### config.mk
export PLATFORM = sky130hd
export DESIGN_NAME = c3wf_ram
export DESIGN_NICKNAME = d
export VERILOG_FILES = /design/src/c3wf_ram.sv
export SDC_FILE = /design/constraint.sdc
export NUM_CORES = 1
export LEC_CHECK = 0
export BUFFER_PORTS_ARGS = -buffer_cell sky130_fd_sc_hd__buf_4
export CELL_PAD_IN_SITES_DETAIL_PLACEMENT = 0
export CELL_PAD_IN_SITES_GLOBAL_PLACEMENT = 2
export CORE_UTILIZATION = 40
export CTS_BUF_LIST = sky130_fd_sc_hd__clkbuf_2 sky130_fd_sc_hd__clkbuf_4 sky130_fd_sc_hd__clkbuf_8
export DETAILED_ROUTE_END_ITERATION = 16
export HOLD_SLACK_MARGIN = 0.1
export PLACE_DENSITY_LB_ADDON = 0.1
export SYNTH_ARGS = -nofsm -noshare
export SYNTH_HDL_FRONTEND = slang
export SYNTH_SLANG_ARGS = --single-unit
### constraint.sdc
create_clock -name clk -period 1.81 [get_ports clk]
set_input_delay 0 -clock clk [delete_from_list [all_inputs] [get_ports clk]]
set_output_delay 0 -clock clk [all_outputs]
set_load 0.01 [all_outputs]
### src/c3wf_ram.sv
// Generic simple dual-port RAM with a registered read port.
module c3wf_ram #(
    parameter int WIDTH = 8,
    parameter int DEPTH = 16
) (
    input  logic                     clk,
    input  logic                     wr_en,
    input  logic [$clog2(DEPTH)-1:0] wr_addr,
    input  logic [WIDTH-1:0]         wr_data,
    input  logic                     rd_en,
    input  logic [$clog2(DEPTH)-1:0] rd_addr,
    output logic [WIDTH-1:0]         rd_data
);

    logic [WIDTH-1:0] mem [DEPTH];

    always_ff @(posedge clk)
    begin
        if (wr_en)
        begin
            mem[wr_addr] <= wr_data;
        end
        if (rd_en)
        begin
            rd_data <= mem[rd_addr];
        end
    end

endmodule
==> impl_metrics.yaml, run 1 <==
cts:
  cts_setup_buffers: 0
  clk_pin_slew_ns: 0.07
  ctsHtreeMaxLevel: 4
  clk_path_buf_depth: 2
  clk_latency_ns: 0.43
  cts-root-buf: "clkbuf_8"
  clock-sinks: 136
  cts_buffers: 17
  cts_tree: "done"
critical_path:
  crit_slowest_cell: "mux4_1"
  crit_path_start_kind: "flip-flop"
  path_class: "flip-flop to flip-flop"
  crit_path_max_fanout: 1
  cp.required_ns: 1.99
  max_stage_delay_ns: 0.50
  critical_path_buf_inv_count: 0
  path_cells: "mux4_1 > a22oi_1 > nand2_1"
  crit_arrival_ns: 1.69
  endpoint_kind: "flip-flop"
  path_delay_family: "multiplexers"
layout:
  diodes: 0
  nets: 317
  drive_gt1_share_pct: 31.51
  multi_input_area_mm2: 0.001057
  final_util_pct: 48.89
  syn2layout_area_growth_pct: 18.50
  nFillCells: 1065
  register_area_mm2: 0.004084
place:
  pre_cts_ws_ns: 0.1686
  place.gp.congestion: 0.6695
  numPortBuffers: 26
flow_run:
  cap_violations: 0
synth:
  ys_seq_elements: 136
  ys_types: 18
  synth_seq_area_share_pct: 78.12
  syn_nets: 248
  synth_top_area_share_pct: 78.12
  syn_inst: 229
  synth_area_leader_cell: "edfxtp_1"
  synth.avg_cell_area_um2: 22.83
  syn_area_mm2: 0.005228
  synth.area.top_cells: "edfxtp_1, mux4_2, mux4_1"
  yosys_warnings: 0
drt:
  avgViaCountPerCell: 5.056
  vias: 2442
  drt_first_pass_iters: 4
  routedWlPerCell_um: 21.20
  antenna_left: 0
  wl_um: 10240
  drt_iter0_markers: 156
  drc_errors: 0
timing:
  tns_ns: 0
  max_freq_mhz: 660.5
  finalHoldViolations: 0
  tightest_slew_ns: 0.4226
  maxSlewViolCount: 0
  post-route-period-util_pct: 83.65
  timing.final.ws_setup_ns: 0.2960
  slew_headroom_pct: 71.83
  finalHoldWorstSlack_ns: 0.1568
  rsz0062_at_grt: "no"
  min_period_ns: 1.514
  setup_viol: 0
  skew_ns: 0.007833
floorplanning:
  dieArea_mm2: 0.01353
  start_util_pct: 41.26
  fp.coreArea_mm2: 0.01267
  die_height_um: 116.3
  row_count: 41
  ioPinCount: 27
  die_w_um: 116.3
run_status:
  status: "finished clean"
pwr:
  seqPwrFrac_pct: 59.0
  swShare_pct: 20.42
  p_int_w: 0.004808
  ir_worst_vdd_mv: 0.3732
  leakagePower_nw: 2.094
  p_sw_w: 0.001234
  power_density_mw_per_mm2: 975.3
  pwr-share-comb_pct: 6.2
  p_clk_share_pct: 34.8
  finalPower_w: 0.006042
min_path:
  hold_path.class: "primary input to flip-flop"
grt:
  grt_pass1_vias: 2525
  grt_antenna_before_repair: 0
  grt_max_degree: 21
  grt-ovfl-total: 0
  grtUsageTotal_pct: 17.49
  grt_pass1_wl_um: 15610
-- logic make-up after synthesis --
| logic type | Yosys count | synth area share, % |
|---|---|---|
| buffers and inverters | 10 | 1.651 |
| and+or+nand+nor | 35 | 3.136 |
| DFF | 136 | 78.12 |
| AOI/OAI and AO/OA | 16 | 2.298 |
| muxes | 32 | 14.79 |
-- registers in the layout, summed over array words and instances (netlist names) --
signal and cells:
mem 128, rd_data 8
-- worst reg2reg max path, cell delays in order (launching register included) --
cell and delay, ns:
edfxtp_1 0.36, mux4_1 0.50, a22oi_1 0.30, nand2_1 0.10
-- final cells by class --
type	instances	area share, %
multi-input cells	83	17.07
well taps	172	3.474
clock inverters	5	0.3838
clock buffers	27	4.989
repair buffers	60	8.160
flip-flops and latches	136	65.93
-- per-stage QoR --
stage / std cells / area, um2
global route: 483 / 6195
floorplan: 229 / 5228
CTS: 483 / 6195
finish: 483 / 6195
detailed placement: 439 / 5742
global placement: 439 / 5742
-- power by group through the flow --
stage | logic, W | clock network (W) | registers [W]
after floorplan | 0.000179 | 0 | 0.00364
after global placement | 0.000361 | 0 | 0.00363
after detailed placement | 0.000365 | 0 | 0.00363
after CTS | 0.000385 | 0.00216 | 0.00357
after global routing | 0.000410 | 0.00231 | 0.00357
final | 0.000372 | 0.00210 | 0.00356
-- routing by layer --
metal / share of wire, % / vias up / track usage [%] / routed length [um]
met4: 1.1 / 0 / 6.923 / 114
met3: 3.7 / 9 / 5.345 / 379
li1: - / 1114 / - / -
met1: 46 / 1268 / 23.12 / 4687
met2: 49 / 51 / 27.22 / 5059
met5: 0 / - / 0 / 0
-- layout by cell type, fill, tap and decap left out --
master,synthesis,routed
mux4_1,14,14
nand2b_1,2,2
nand2_1,9,9
nor3_1,4,4
or3b_2,1,1
mux4_2,18,18
buf_4,1,46
buf_12,0,2
dlygate4sd3_1,0,12
a22oi_1,16,16
clkinv_2,0,4
and2_1,1,1
nand3_1,1,1
nor2b_1,1,1
clkinv_1,0,1
and2b_1,1,1
clkbuf_4,0,10
nand3b_1,2,2
clkbuf_8,0,17
edfxtp_1,136,136
nor2_1,13,13
-- repair_timing --
| item | in CTS | in global routing |
|---|---|---|
| resized for setup | 0 | 0 |
| hold buffers | 12 | 0 |
| hold endpoints to repair | 168 | 0 |
-- Yosys cell counts --
master	count
a22oi_1	16
and2b_1	1
buf_4	1
or3b_2	1
mux4_1	14
mux4_2	18
nand2_1	9
nor2_1	13
edfxtp_1	136
buf_2	3
nand3_1	1
clkdlybuf4s25_2	3
nand2b_1	2
and2_1	1
nand3b_1	2
buf_6	3
nor3_1	4
nor2b_1	1
-- final timing paths --
path	startpoint	endpoint	slack, ns	depth (start not counted)
max	mem[9][4]	rd_data[4]	0.30	3
min	rd_addr[0]	rd_data[2]	0.16	4
max reg2reg	mem[9][4]	rd_data[4]	0.30	3
min reg2reg	mem[11][3]	rd_data[3]	0.76	3
Power figures use the tool's default switching activity.
==> inputs of run 2 (changes only) <==
Settings changed: ABC_AREA from default to 1, CORE_UTILIZATION 40 to 38.
Clock period 1.81 ns to 1.35 ns, I/O delays scaled along.
==> run 2 against run 1 <==
Core utilization shrank 2.9 points. Synthesized cell count rose by 140%. Hold slack better by 0.012 ns. Critical endpoint is now rd_data[1]. Routed wire length increased by 39%. Register-to-register slack worse by 0.09 ns. Sequential power grew 34%. Clock power rose by 37%. Global-route usage grew 2.4 points. Design area up 9.6%.
==> impl_metrics.yaml, run 2 <==
place:
  place.gp.congestion: 0.7310
  numPortBuffers: 26
  dpl.hpwl_um: 8847
  placedCellCount: 764
  pre_cts_ws_ns: 0.1074
  post_dp_cell_area_mm2: 0.006359
critical_path:
  endpoint_kind: "flip-flop"
  crit_arrival_ns: 1.34
  crit_path_start_kind: "flip-flop"
  r2r-start: "mem[1][1]"
  crit_path_max_fanout: 1
  ff2ff_setup_slack_ns: 0.20
  reg2reg_depth: 6
  path_class: "flip-flop to flip-flop"
  cp.required_ns: 1.54
  reg2reg_to: "rd_data[1]"
run_status:
  status: "finished clean"
layout:
  regMostFlops: "mem"
  largest_register_ffs: 128
  final_cell_mix: "nand2_1, edfxtp_1, inv_1"
  diodes: 0
  fin_area_mm2: 0.006792
  drive_gt1_share_pct: 12.74
  nets: 629
  final_common_cell: "nand2_1"
  final_util_pct: 46.03
  reg_top3: "mem: 128 flops, rd_data: 8 flops"
  final_cells: 804
  syn2layout_area_growth_pct: 16.16
cts:
  clk_pin_slew_ns: 0.07
  clock-sinks: 136
  cts_setup_buffers: 0
  cts-root-buf: "clkbuf_8"
  clk_latency_ns: 0.44
  ctsResizeCount: 0
  cts_buffers: 17
  ctsHtreeMaxLevel: 4
  cts_hold_buf: 11
  clk_path_buf_depth: 2
  cts_tree: "done"
floorplanning:
  die_height_um: 126.0
  ioPinCount: 27
  row_count: 44
  dieArea_mm2: 0.01589
  start_util_pct: 39.63
  die_w_um: 126.0
  fp.coreArea_mm2: 0.01475
timing:
  max_freq_mhz: 873.2
  skew_ns: 0.006672
  finalHoldViolations: 0
  maxSlewViolCount: 0
  slew_headroom_pct: 77.30
  min_period_ns: 1.145
  post-route-period-util_pct: 84.83
  rsz0062_at_grt: "no"
  timing.final.ws_setup_ns: 0.2048
  tns_ns: 0
  setup_viol: 0
  tightest_slew_ns: 0.3401
synth:
  syn_area_mm2: 0.005847
  yosys_warnings: 0
  synth.area.top_cells: "edfxtp_1, nand2_1, nand3_1"
  syn_nets: 570
  synth_adder_area_share_pct: 0
  synthMuxAreaShare_pct: 0
  ys_types: 11
  synth_edf_count: 136
  synth_compound_area_share_pct: 0
  syn_inst: 551
  synth-simple-area-share_pct: 20.76
  async_reset_ff_share_pct: 0
  ys_seq_elements: 136
  synth_seq_area_share_pct: 69.85
  ys.flop_type: "edfxtp_1"
  synth_top_area_share_pct: 69.85
  yosysMostFrequentCell: "nand2_1"
  synth.avg_cell_area_um2: 10.61
  netlist_top_cells_count: "nand2_1, edfxtp_1, inv_1"
  synthXorXnorAreaFrac_pct: 0
  synth_area_leader_cell: "edfxtp_1"
  synth_top_family_by_area: "simple AND/OR/NAND/NOR gates"
drt:
  routedWlPerCell_um: 17.73
  wl_um: 14250
  antenna_left: 0
  vias: 3781
  drt_iter0_markers: 303
  drc_errors: 0
  drt_first_pass_iters: 4
  avgViaCountPerCell: 4.703
grt:
  grtUsageTotal_pct: 19.93
  grt_pass1_vias: 3741
  grt_max_degree: 58
  grt_pass1_wl_um: 22570
  grt_antenna_before_repair: 0
  grt-ovfl-total: 0
flow_run:
  cap_violations: 0
min_path:
  whs_path_depth: 4
  holdPathEnd: "mem[3][6]"
  hold_path.class: "primary input to flip-flop"
  min_from: "wr_en"
pwr:
  power_density_mw_per_mm2: 1227
  ir_worst_vdd_mv: 0.5991
  leakagePower_nw: 2.926
-- run 2: changes by cell type after synthesis, moves of 14 or more --
cell / previous run / this run
mux4_1: 14 / 0
nand3_1: 1 / 97
nand2_1: 9 / 173
mux4_2: 18 / 0
a22oi_1: 16 / 0
inv_1: 0 / 100
-- run 2: through the flow --
step / hold slack, ns / power (W)
after floorplan: 0.09887 / 0.005210
after global placement: 0.3212 / 0.005524
after detailed placement: 0.3111 / 0.005528
after CTS: 0.1510 / 0.008427
after global routing: 0.1831 / 0.008671
final: 0.1688 / 0.008334
-- run 2: area by class of cell --
cell class,count,area [um2]
timing repair buffer,64,558.0
inverter,102,382.9
clock buffer,21,264.0
fill,1361,7963
clock inverter,8,58.81
multi-input combinational,289,1214
tap,184,230.2
sequential,136,4084
-- run 2: per-layer routing --
metal | GRT usage, % | wire length (um)
met1 | 29.11 | 7216
met2 | 29.18 | 6134
met3 | 4.163 | 685
met4 | 7.371 | 216
met5 | 0 | 0
-- run 2: cell families after synthesis --
kind of cell,Yosys count
and+or+nand+nor,289
buffers and inverters,126
DFF,136
-- run 2: worst max path at each step --
stage / endpoint / slack, ns / depth (start not counted) / from
2_1_floorplan: mem[10][0] / 0.40 / 2 / wr_addr[2]
3_3_place_gp: rd_data[2] / 0.12 / 7 / rd_addr[1]
3_5_place_dp: rd_data[2] / 0.11 / 7 / rd_addr[1]
4_1_cts: rd_data[5] / 0.21 / 6 / mem[11][5]
5_1_grt: rd_data[6] / 0.12 / 6 / mem[15][6]
6_report: rd_data[1] / 0.20 / 6 / mem[1][1]
-- run 2: power breakdown --
part	switching (W)	internal (W)
Sequential	0.0000259	0.00475
Clock	0.00142	0.00146
Combinational	0.000436	0.000235
-- run 2: worst max-delay path, stage by stage, from the launching register on --
cell	delay (ns)
edfxtp_1	0.37
inv_1	0.06
nand2_1	0.04
nand3_1	0.08
nand3_1	0.12
nand3_1	0.13
nand2_1	0.09
